`config.mk`:
```
export PLATFORM = sky130hd
export DESIGN_NAME = i2c_master_byte_engine
export DESIGN_NICKNAME = d
export VERILOG_FILES = /design/src/rtl/i2cm_pkg.sv /design/src/rtl/i2cm_front.sv /design/src/rtl/i2cm_engine.sv /design/src/rtl/i2c_master_byte_engine.sv
export SDC_FILE = /design/constraint.sdc
export NUM_CORES = 1
export LEC_CHECK = 0
export ABC_CLOCK_PERIOD_IN_PS = 7400
export BUFFER_PORTS_ARGS = -buffer_cell sky130_fd_sc_hd__buf_2
export CAP_MARGIN = 20
export CORE_MARGIN = 10
export CORE_UTILIZATION = 54
export DETAILED_ROUTE_END_ITERATION = 16
export GPL_TIMING_DRIVEN = 0
export HOLD_SLACK_MARGIN = 0.02
export PLACE_DENSITY = 0.79
export SKIP_LAST_GASP = 1
export SLEW_MARGIN = 10
export SYNTH_ARGS = -nofsm -noshare
export SYNTH_HDL_FRONTEND = slang
export SYNTH_SLANG_ARGS = --single-unit
```
`constraint.sdc`:
```
create_clock -name clk -period 7.4 [get_ports clk]
set_clock_uncertainty 0.05 [all_clocks]
set_input_delay 0.37 -clock clk [delete_from_list [all_inputs] [get_ports clk]]
set_output_delay 0.37 -clock clk [all_outputs]
set_load 0.02 [all_outputs]
```
`src/rtl/i2cm_pkg.sv`:
```
package i2cm_pkg;

  // command codes carried in func
  localparam logic [2:0] FUNC_NONE  = 3'd0;
  localparam logic [2:0] FUNC_START = 3'd1;
  localparam logic [2:0] FUNC_WRITE = 3'd2;
  localparam logic [2:0] FUNC_READ  = 3'd3;
  localparam logic [2:0] FUNC_STOP  = 3'd4;

  // configuration register indexes
  localparam logic CFG_HALF_PERIOD = 1'b0;
  localparam logic CFG_ACK_TIMEOUT = 1'b1;

  localparam logic [15:0] HALF_PERIOD_RST = 16'd1;
  localparam logic [7:0]  ACK_TIMEOUT_RST = 8'd250;

  // tick queue between front and engine
  localparam int QDEPTH = 4;
  localparam int QAW    = $clog2(QDEPTH);

  typedef struct packed {
    logic [2:0] func;
    logic [7:0] tx_byte;
    logic       send_ack;
    logic       sda_in;
  } i2cm_in_t;

  typedef struct packed {
    logic       scl_level;
    logic       sda_release;
    logic       busy_res;
    logic       cmd_done;
    logic [7:0] rx_byte;
    logic       ack_missing;
  } i2cm_out_t;

  // queued tick: command already reduced to a known code
  typedef struct packed {
    logic [2:0] cmd;
    logic [7:0] tx_byte;
    logic       send_ack;
    logic       sda_in;
  } i2cm_tick_t;

  function automatic i2cm_tick_t i2cm_classify(input i2cm_in_t item);
    i2cm_tick_t t;
    t.tx_byte  = item.tx_byte;
    t.send_ack = item.send_ack;
    t.sda_in   = item.sda_in;
    case (item.func)
      FUNC_START, FUNC_WRITE, FUNC_READ, FUNC_STOP: t.cmd = item.func;
      default: t.cmd = FUNC_NONE;
    endcase
    return t;
  endfunction

endpackage

```
`src/rtl/i2cm_front.sv`:
```
module i2cm_front import i2cm_pkg::*; (
  input  logic       clk,
  input  logic       rst_n,
  input  logic       in_valid,
  output logic       in_stall,
  input  i2cm_in_t   in_data,
  output logic       q_valid,
  output i2cm_tick_t q_item,
  input  logic       q_pop
);

  i2cm_tick_t       mem_r [QDEPTH];
  logic [QAW-1:0]   wr_ptr_r, rd_ptr_r;
  logic [QAW:0]     count_r, count_nxt;
  logic             push;

  assign in_stall = (count_r == (QAW+1)'(QDEPTH));
  assign push     = in_valid && !in_stall;
  assign q_valid  = (count_r != '0);
  assign q_item   = mem_r[rd_ptr_r];

  always_comb begin
    count_nxt = count_r;
    if (push && !q_pop) begin
      count_nxt = count_r + 1'b1;
    end else if (!push && q_pop) begin
      count_nxt = count_r - 1'b1;
    end
  end

  always_ff @(posedge clk) begin
    if (push) begin
      mem_r[wr_ptr_r] <= i2cm_classify(in_data);
    end
  end

  always_ff @(posedge clk) begin
    if (!rst_n) begin
      wr_ptr_r <= '0;
      rd_ptr_r <= '0;
      count_r  <= '0;
    end else begin
      count_r <= count_nxt;
      if (push) begin
        wr_ptr_r <= wr_ptr_r + 1'b1;
      end
      if (q_pop) begin
        rd_ptr_r <= rd_ptr_r + 1'b1;
      end
    end
  end

endmodule

```
`src/rtl/i2cm_engine.sv`:
```
module i2cm_engine import i2cm_pkg::*; (
  input  logic       clk,
  input  logic       rst_n,
  input  logic       cfg_we,
  input  logic       cfg_index,
  input  logic [15:0] cfg_wdata,
  input  logic       q_valid,
  input  i2cm_tick_t q_item,
  output logic       q_pop,
  output logic       out_valid,
  input  logic       out_stall,
  output i2cm_out_t  out_data
);

  localparam logic [2:0] PH_IDLE  = 3'd0;
  localparam logic [2:0] PH_START = 3'd1;
  localparam logic [2:0] PH_WRITE = 3'd2;
  localparam logic [2:0] PH_WACK  = 3'd3;
  localparam logic [2:0] PH_POLL  = 3'd4;
  localparam logic [2:0] PH_READ  = 3'd5;
  localparam logic [2:0] PH_RACK  = 3'd6;
  localparam logic [2:0] PH_STOP  = 3'd7;

  logic [15:0] half_period_r;
  logic [7:0]  ack_limit_r;

  logic [2:0]  phase_r, phase_nxt;
  logic [2:0]  bit_idx_r, bit_idx_nxt;
  logic        half_step_r, half_step_nxt;
  logic [7:0]  shift_r, shift_nxt;
  logic [7:0]  wait_cnt_r, wait_cnt_nxt;
  logic [15:0] tick_div_r, tick_div_nxt;
  logic        scl_r, scl_nxt;
  logic        sda_r, sda_nxt;
  logic        ack_choice_r, ack_choice_nxt;
  logic [7:0]  rx_hold_r, rx_hold_nxt;
  logic        ack_flag_r, ack_flag_nxt;
  logic        done;

  logic        out_valid_r;
  i2cm_out_t   out_r;

  logic [15:0] hp;
  logic [15:0] div_inc;
  logic        half_end;
  logic        step;

  assign step  = q_valid && (!out_valid_r || !out_stall);
  assign q_pop = step;

  assign hp       = (half_period_r == '0) ? 16'd1 : half_period_r;
  assign div_inc  = tick_div_r + 16'd1;
  assign half_end = (div_inc >= hp);

  always_comb begin
    phase_nxt      = phase_r;
    bit_idx_nxt    = bit_idx_r;
    half_step_nxt  = half_step_r;
    shift_nxt      = shift_r;
    wait_cnt_nxt   = wait_cnt_r;
    tick_div_nxt   = tick_div_r;
    scl_nxt        = scl_r;
    sda_nxt        = sda_r;
    ack_choice_nxt = ack_choice_r;
    rx_hold_nxt    = rx_hold_r;
    ack_flag_nxt   = ack_flag_r;
    done           = 1'b0;

    case (phase_r)
      PH_IDLE: begin
        tick_div_nxt  = '0;
        half_step_nxt = 1'b0;
        bit_idx_nxt   = '0;
        case (q_item.cmd)
          FUNC_START: begin
            phase_nxt = PH_START;
            scl_nxt   = 1'b1;
            sda_nxt   = 1'b1;
          end
          FUNC_WRITE: begin
            phase_nxt    = PH_WRITE;
            shift_nxt    = q_item.tx_byte;
            ack_flag_nxt = 1'b0;
            scl_nxt      = 1'b0;
            sda_nxt      = q_item.tx_byte[7];
          end
          FUNC_READ: begin
            phase_nxt      = PH_READ;
            shift_nxt      = '0;
            ack_choice_nxt = q_item.send_ack;
            scl_nxt        = 1'b0;
            sda_nxt        = 1'b1;
          end
          FUNC_STOP: begin
            phase_nxt    = PH_STOP;
            tick_div_nxt = '0;
            scl_nxt      = 1'b0;
            sda_nxt      = 1'b0;
          end
          default: ;
        endcase
      end
      PH_POLL: begin
        if (!q_item.sda_in) begin
          scl_nxt   = 1'b0;
          phase_nxt = PH_IDLE;
          done      = 1'b1;
        end else if (wait_cnt_r >= ack_limit_r) begin
          // no acknowledge: flag it and release the bus
          ack_flag_nxt = 1'b1;
          phase_nxt    = PH_STOP;
          bit_idx_nxt  = '0;
          tick_div_nxt = '0;
          scl_nxt      = 1'b0;
          sda_nxt      = 1'b0;
        end else begin
          wait_cnt_nxt = wait_cnt_r + 8'd1;
        end
      end
      default: begin
        tick_div_nxt = half_end ? 16'd0 : div_inc;
        if (half_end) begin
          case (phase_r)
            PH_START: begin
              if (!half_step_r) begin
                sda_nxt       = 1'b0;
                half_step_nxt = 1'b1;
              end else begin
                scl_nxt   = 1'b0;
                phase_nxt = PH_IDLE;
                done      = 1'b1;
              end
            end
            PH_WRITE: begin
              if (!half_step_r) begin
                scl_nxt       = 1'b1;
                half_step_nxt = 1'b1;
              end else begin
                scl_nxt       = 1'b0;
                half_step_nxt = 1'b0;
                if (bit_idx_r == 3'd7) begin
                  // release SDA while SCL is low, ahead of the ACK clock
                  sda_nxt   = 1'b1;
                  phase_nxt = PH_WACK;
                end else begin
                  bit_idx_nxt = bit_idx_r + 3'd1;
                  shift_nxt   = {shift_r[6:0], 1'b0};
                  sda_nxt     = shift_r[6];
                end
              end
            end
            PH_WACK: begin
              if (!half_step_r) begin
                scl_nxt       = 1'b1;
                half_step_nxt = 1'b1;
              end else begin
                phase_nxt    = PH_POLL;
                wait_cnt_nxt = '0;
              end
            end
            PH_READ: begin
              if (!half_step_r) begin
                scl_nxt       = 1'b1;
                half_step_nxt = 1'b1;
              end else begin
                shift_nxt     = {shift_r[6:0], q_item.sda_in};
                scl_nxt       = 1'b0;
                half_step_nxt = 1'b0;
                if (bit_idx_r == 3'd7) begin
                  phase_nxt = PH_RACK;
                  sda_nxt   = !ack_choice_r;
                end else begin
                  bit_idx_nxt = bit_idx_r + 3'd1;
                end
              end
            end
            PH_RACK: begin
              if (!half_step_r) begin
                scl_nxt       = 1'b1;
                half_step_nxt = 1'b1;
              end else begin
                scl_nxt     = 1'b0;
                sda_nxt     = 1'b1;
                rx_hold_nxt = shift_r;
                phase_nxt   = PH_IDLE;
                done        = 1'b1;
              end
            end
            default: begin
              // stop sequence: raise SCL, then release SDA, then finish
              if (bit_idx_r == 3'd0) begin
                scl_nxt     = 1'b1;
                bit_idx_nxt = 3'd1;
              end else if (bit_idx_r == 3'd1) begin
                sda_nxt     = 1'b1;
                bit_idx_nxt = 3'd2;
              end else begin
                phase_nxt   = PH_IDLE;
                bit_idx_nxt = '0;
                done        = 1'b1;
              end
            end
          endcase
        end
      end
    endcase
  end

  always_ff @(posedge clk) begin
    if (!rst_n) begin
      half_period_r <= HALF_PERIOD_RST;
      ack_limit_r   <= ACK_TIMEOUT_RST;
    end else if (cfg_we) begin
      case (cfg_index)
        CFG_HALF_PERIOD: half_period_r <= cfg_wdata;
        CFG_ACK_TIMEOUT: ack_limit_r   <= cfg_wdata[7:0];
        default: ;
      endcase
    end
  end

  always_ff @(posedge clk) begin
    if (!rst_n) begin
      phase_r      <= PH_IDLE;
      bit_idx_r    <= '0;
      half_step_r  <= 1'b0;
      shift_r      <= '0;
      wait_cnt_r   <= '0;
      tick_div_r   <= '0;
      scl_r        <= 1'b1;
      sda_r        <= 1'b1;
      ack_choice_r <= 1'b0;
      rx_hold_r    <= '0;
      ack_flag_r   <= 1'b0;
      out_valid_r  <= 1'b0;
    end else begin
      out_valid_r <= step || (out_valid_r && out_stall);
      if (step) begin
        phase_r      <= phase_nxt;
        bit_idx_r    <= bit_idx_nxt;
        half_step_r  <= half_step_nxt;
        shift_r      <= shift_nxt;
        wait_cnt_r   <= wait_cnt_nxt;
        tick_div_r   <= tick_div_nxt;
        scl_r        <= scl_nxt;
        sda_r        <= sda_nxt;
        ack_choice_r <= ack_choice_nxt;
        rx_hold_r    <= rx_hold_nxt;
        ack_flag_r   <= ack_flag_nxt;
      end
    end
  end

  always_ff @(posedge clk) begin
    if (step) begin
      out_r.scl_level   <= scl_nxt;
      out_r.sda_release <= sda_nxt;
      out_r.busy_res    <= (phase_nxt != PH_IDLE);
      out_r.cmd_done    <= done;
      out_r.rx_byte     <= rx_hold_nxt;
      out_r.ack_missing <= ack_flag_nxt;
    end
  end

  assign out_valid = out_valid_r;
  assign out_data  = out_r;

  a_done_not_busy: assert property (@(posedge clk) disable iff (!rst_n)
    out_valid_r && out_r.cmd_done |-> !out_r.busy_res)
    else $error("done result still shows busy");

  a_poll_scl_high: assert property (@(posedge clk) disable iff (!rst_n)
    phase_r == PH_POLL |-> scl_r)
    else $error("SCL low while polling for acknowledge");

  a_stop_step: assert property (@(posedge clk) disable iff (!rst_n)
    phase_r == PH_STOP |-> bit_idx_r <= 3'd2)
    else $error("stop sequence step out of range");

  a_hold_when_stalled: assert property (@(posedge clk) disable iff (!rst_n)
    out_valid_r && out_stall |=> out_valid_r && $stable(out_r) && $stable(phase_r))
    else $error("engine advanced while result stalled");

endmodule

```
`src/rtl/i2c_master_byte_engine.sv`:
```
// Open-drain I2C master that runs one byte command at a time (start, write
// with ACK check, read with ACK or NACK, stop). Every request is one clock
// tick with the sampled SDA level and returns exactly one result carrying the
// SCL/SDA drives, busy, a done pulse, the last read byte and a sticky
// missing-ACK flag. Throughput is one tick per cycle unless results stall:
// the bit engine takes one step per cycle from a four-entry tick queue, and
// results leave through a single output register. Commands arriving while
// busy are ignored; the user must write configuration only while idle, as
// the block itself does not enforce it.
module i2c_master_byte_engine import i2cm_pkg::*; (
  input  logic       clk,
  input  logic       rst_n,
  input  logic       cfg_we,
  input  logic       cfg_index,
  input  logic [15:0] cfg_wdata,
  input  logic       in_valid,
  output logic       in_stall,
  input  i2cm_in_t   in_data,
  output logic       out_valid,
  input  logic       out_stall,
  output i2cm_out_t  out_data
);

  logic       q_valid;
  logic       q_pop;
  i2cm_tick_t q_item;

  i2cm_front u_front (
    .clk      (clk),
    .rst_n    (rst_n),
    .in_valid (in_valid),
    .in_stall (in_stall),
    .in_data  (in_data),
    .q_valid  (q_valid),
    .q_item   (q_item),
    .q_pop    (q_pop)
  );

  i2cm_engine u_engine (
    .clk       (clk),
    .rst_n     (rst_n),
    .cfg_we    (cfg_we),
    .cfg_index (cfg_index),
    .cfg_wdata (cfg_wdata),
    .q_valid   (q_valid),
    .q_item    (q_item),
    .q_pop     (q_pop),
    .out_valid (out_valid),
    .out_stall (out_stall),
    .out_data  (out_data)
  );

endmodule

```
* Word-level counts from Yosys, hierarchy flattened *
Memories as Yosys holds them, arrays and structs flattened. A register that Yosys moved wholly into a read port is not among the register bits.
Index checks and enable logic that the tools add are counted.

word-level totals
  flip-flop bits (word level) = 96
  RAM bits = 52
  output and inout bits = 15
  logic and storage cells = 197
  memories kept = 1

memories
  name           words  width  read ports  clocked after Yosys merged registers in  write ports  RTL line          RTL
  u_front.mem_r  4      13     1           1                                        1            i2cm_front.sv:12  i2cm_tick_t mem_r [QDEPTH];

cells by class
  add/subtract/negate cells = 7
  $lt $le $gt $ge = 2
  equal/unequal tests = 27
  muxes and demuxes = 91
  bitwise operators = 3
  reductions and logical operators = 43

operators with widths
  kind                                                 number
  two-way mux 8 bit                                    13
  two-way mux 16 bit                                   4
  case mux 8 bit (2 select lines)                      4
  two-way mux 3 bit                                    21
  case mux 16 bit (2 select lines)                     1
  two-way mux 1 bit                                    29
  case mux 3 bit (4 select lines)                      2
  equality test 3 bit, second input constant           7
  equality test 3 x 2 -> 1 bit, second input constant  6
  case mux 3 bit (2 select lines)                      3
  adder 16 x 1 -> 16 bit, second input constant        1
  >= comparator 16 bit                                 1
  logical NOT 16 bit                                   1
  case mux 1 bit (2 select lines)                      8
  nonzero test 3 bit                                   5
  AND reduction 7 bit                                  2
  equality test 3 x 1 -> 1 bit, second input constant  4
  OR reduction 3 bit                                   4
  nonzero test 2 bit                                   5
  adder 8 x 1 -> 8 bit, second input constant          1
  >= comparator 8 bit                                  1
  AND reduction 8 bit                                  1
  OR reduction 2 bit                                   4
  adder 3 x 1 -> 3 bit, second input constant          2
  21 further kinds                                     43

* Depth between registers and ports, before layout *
  depth in word-level cells = 7
  depth in mapped cells = 17
  depth with buffers taken out = 14

* Cells and area by module *
From an unflattened synthesis, not the netlist that was laid out.

unflattened totals
  cells, all modules = 739
  area, all modules = 7509.7 µm²

modules (own cells, without submodules)
  module       times used  cells each  area an instance (µm²)
  i2cm_engine  1           621         5137.4
  i2cm_front   1           118         2372.3

* Least setup slack after synthesis *
OpenSTA, ideal clock, no wires.

  path type = register to register
  start = register u_engine.tick_div_r[2]
  end = register u_engine.out_r (netlist bit u_engine.out_data[10]) (data pin)
  data arrival time = 3.534 ns
  data required time = 7.085 ns
  setup slack = 3.550 ns
  cell stages (with the launch flop) = 16
  buffers on the path = 3
  period minus slack after synthesis = 3.850 ns
  cells stage by stage = dfxtp_1 -> and3_1 -> and3_1 -> clkbuf_1 -> and4_1 -> clkbuf_1 -> nand3_1 -> xnor2_1 -> ha_1 -> a211oi_1 -> nor2_1 -> a2111o_1 -> o21bai_1 -> buf_2 -> a221o_1 -> or3_1

between the ends
  longest elaborated chain between the ends = 5

ends and longest elaborated chain
  element                          RTL line            RTL
  start: declaration               i2cm_engine.sv:32   logic [15:0] tick_div_r, tick_div_nxt;
  start signal: assignment         i2cm_engine.sv:244  tick_div_r <= tick_div_nxt;
  adder 16 x 1 -> 16 bit           i2cm_engine.sv:52   assign div_inc = tick_div_r + 16'd1;
  >= comparator 16 bit             i2cm_engine.sv:53   assign half_end = (div_inc >= hp);
  two-way mux 3 bit                i2cm_engine.sv:122  if (half_end) begin
  case mux 3 bit (2 select lines)  i2cm_engine.sv:69   case (phase_r)
  nonzero test 3 bit               i2cm_engine.sv:258  out_r.busy_res <= (phase_nxt != PH_IDLE);
  end: declaration                 i2cm_engine.sv:41   i2cm_out_t out_r;

Every way passes these cells.
A chain may end at the register's enable or synchronous reset.

* Final worst setup path *
Same ends and word-level chain as after synthesis.

==> results.json <==
{
  "status": "finished clean",
  "path_clk_slew_ps": 60,
  "grtUsageTotal": 0.191,
  "cp.arrival_ps": 4680,
  "portBuffers": 49,
  "dpl-instance-area_mm2": 0.00802,
  "use_met2": 0.334,
  "dieArea_mm2": 0.0191,
  "core-area_mm2": 0.0138,
  "gp_congestion": 0.922,
  "post_drt_wl_per_cell_um": 18.2,
  "cts_tree": "done",
  "period_needed_ps": 4550,
  "finalNetCount": 875,
  "clk_latency_ps": 440,
  "syn-num-nets": 806,
  "drt_iter0_drc": 367,
  "grt_first_pass_wirelength_mm": 30.2,
  "cts_hold_buf": 0,
  "peakVddDrop_mv": 0.240,
  "overflow": 0,
  "antenna_cells": 0,
  "final_util": 0.624,
  "io_pins": 50,
  "drtAntennaViolNets": 0,
  "routed_via_density": 5.92,
  "cts.sinks": 150,
  "cap_violations": 0,
  "p_leak_nw": 3.32,
  "end_kind": "flip-flop",
  "worst_pin_slew_ps": 764,
  "die_h_um": 138,
  "busiest_layer": "met2",
  "die_w_um": 138,
  "ys_types": 68,
  "seq_area_frac_synth": 0.484,
  "num_vias": 5901,
  "layout_setup_ws_ps": 2850,
  "syn_inst": 735,
  "cp.required_ps": 7530,
  "grt_max_degree": 23,
  "grt_pass1_vias": 5969,
  "maxSlewViolCount": 0,
  "fin_crit_sh": 0.615,
  "hp-class": "primary input to flip-flop",
  "synth_ff_type": "dfxtp_1",
  "dp.cells": 964,
  "layout-drive-gt1-share": 0.137,
  "use_met1": 0.218,
  "setup_viol": 0,
  "r2r_slack_ps": 2850,
  "ys_warn_count": 0,
  "clk_path_buf_depth": 2,
  "dp_hpwl_mm": 13.1,
  "relSlewSlack": 0.490,
  "antenna_found_initial": 0,
  "design_area_mm2": 0.00860,
  "drc_errors": 0,
  "cts_resized": 0,
  "cts-root-buf": "clkbuf_16",
  "start_util": 0.548,
  "grtUsageMet3": 0.0521,
  "synthesis.area_mm2": 0.00755,
  "drtPass1Iterations": 5,
  "path_class": "flip-flop to flip-flop",
  "avgSynthCellArea_um2": 10.3,
  "cts_setup_buffers": 0,
  "cts_buffers": 17,
  "synth-async-reset-ratio": 0,
  "worstPathMaxFanout": 10,
  "fmax_ghz": 0.220,
  "stdcell_count": 997,
  "fillers": 1120,
  "rsz0062_at_grt": "no",
  "row_count": 43,
  "area_growth_pct": 13.9,
  "synth-edff-count": 65,
  "synth-seq-cells": 150,
  "h-tree-depth": 4,
  "dp_slack_ps": 2880,
  "power.density_mw_per_mm2": 325,
  "hold_viol_final": 0,
  "crit_path_start_kind": "flip-flop",
  "setup-tns-final_ps": 0,
  "wl_mm": 18.2
}
## power by group
group / internal, mW / switching (mW)
clock: 0.473 / 0.357
sequential: 0.998 / 0.0658
combinational: 0.331 / 0.573
total: 1.80 / 0.996
## cells in the mapped netlist, types with 7 or more instances
cell type,n,share of area
nand2_1,99,0.049
dfxtp_1,85,0.23
edfxtp_1,65,0.26
o21ai_0,46,0.031
ha_1,35,0.058
inv_1,35,0.017
a21boi_0,32,0.032
clkbuf_1,31,0.015
nor2_1,28,0.014
nand3_1,22,0.015
nor2b_1,20,0.017
o211ai_1,18,0.018
a21oi_1,17,0.011
xnor2_1,15,0.017
and2_1,14,0.012
and3_1,9,0.0075
mux4_1,9,0.031
nand4_1,9,0.0075
nor3_1,9,0.0060
mux2_2,8,0.012
xor2_1,8,0.0093
mux2i_1,7,0.0093
o211a_1,7,0.0093
## final timing paths
check	startpoint	to	depth (start not counted)
worst max-delay path	u_engine.tick_div_r[2]	u_engine.out_data[10]	15
worst min-delay path	in_data[7]	u_front.mem_r[0][7]	1
worst min register to register	u_engine.ack_limit_r[0]	u_engine.ack_limit_r[0]	2
worst max register to register	u_engine.tick_div_r[2]	u_engine.out_data[10]	15
## logic make-up after synthesis
group / synth area share
AO/OA/AOI/OAI: 0.156
flip-flops: 0.484
multiplexers: 0.0645
XOR/XNOR: 0.0267
AND/OR/NAND/NOR: 0.165
adder cells (fa/ha/maj): 0.0607
buffers and inverters: 0.0428
## sequential cells by signal, indices dropped and copies added (netlist names), 8 cells and up, named ones only
register,flops
u_engine.tick_div_r,16
u_engine.wait_cnt_r,8
u_engine.shift_r,8
u_engine.ack_limit_r,8
u_engine.out_data,13
u_front.mem_r,52
u_engine.rx_hold_r,8
u_engine.half_period_r,16
## metrics by stage
| stage | hold slack (ps) | total power [mW] |
|---|---|---|
| 6_report | 95.6 | 2.80 |
| 5_1_grt | 90.2 | 2.95 |
| 4_1_cts | 75.0 | 2.80 |
| 3_5_place_dp | 417 | 1.97 |
| 3_3_place_gp | 413 | 1.94 |
| 2_1_floorplan | 388 | 1.70 |
## final cells by class
| cell class | instances | area (um2) | share of cell area |
|---|---|---|---|
| inverter | 36 | 135 | 0.0157 |
| clock buffer | 21 | 483 | 0.0562 |
| clock inverter | 11 | 86.3 | 0.0100 |
| tap | 180 | 225 | 0.0262 |
| timing repair buffer | 50 | 256 | 0.0298 |
| sequential | 150 | 3650 | 0.425 |
| multi-input combinational | 506 | 3570 | 0.415 |
| buffer | 43 | 188 | 0.0218 |
## cell usage in the layout, fill, tap and decap left out, types with 19 or more instances in the layout
master / n
a21boi_0: 32
buf_2: 55
clkbuf_1: 33
clkbuf_16: 19
dfxtp_1: 85
edfxtp_1: 65
ha_1: 35
inv_1: 35
nand2_1: 99
nand3_1: 22
nor2_1: 28
nor2b_1: 20
o21ai_0: 46
## critical path, stage by stage, from the launching register on
cell and delay (ps):
dfxtp_1 410, and3_1 270, and3_1 170, clkbuf_1 280, and4_1 250, clkbuf_1 220
nand3_1 120, xnor2_1 240, ha_1 290, a211oi_1 260, nor2_1 80, a2111o_1 360
o21bai_1 260, buf_2 250, a221o_1 390, or3_1 360
## metal layers
layer	vias up	share of wire
met1	2846	0.41
met5	-	0
li1	2812	-
met4	0	0.021
met2	206	0.50
met3	37	0.062
Power figures use the tool's default switching activity.
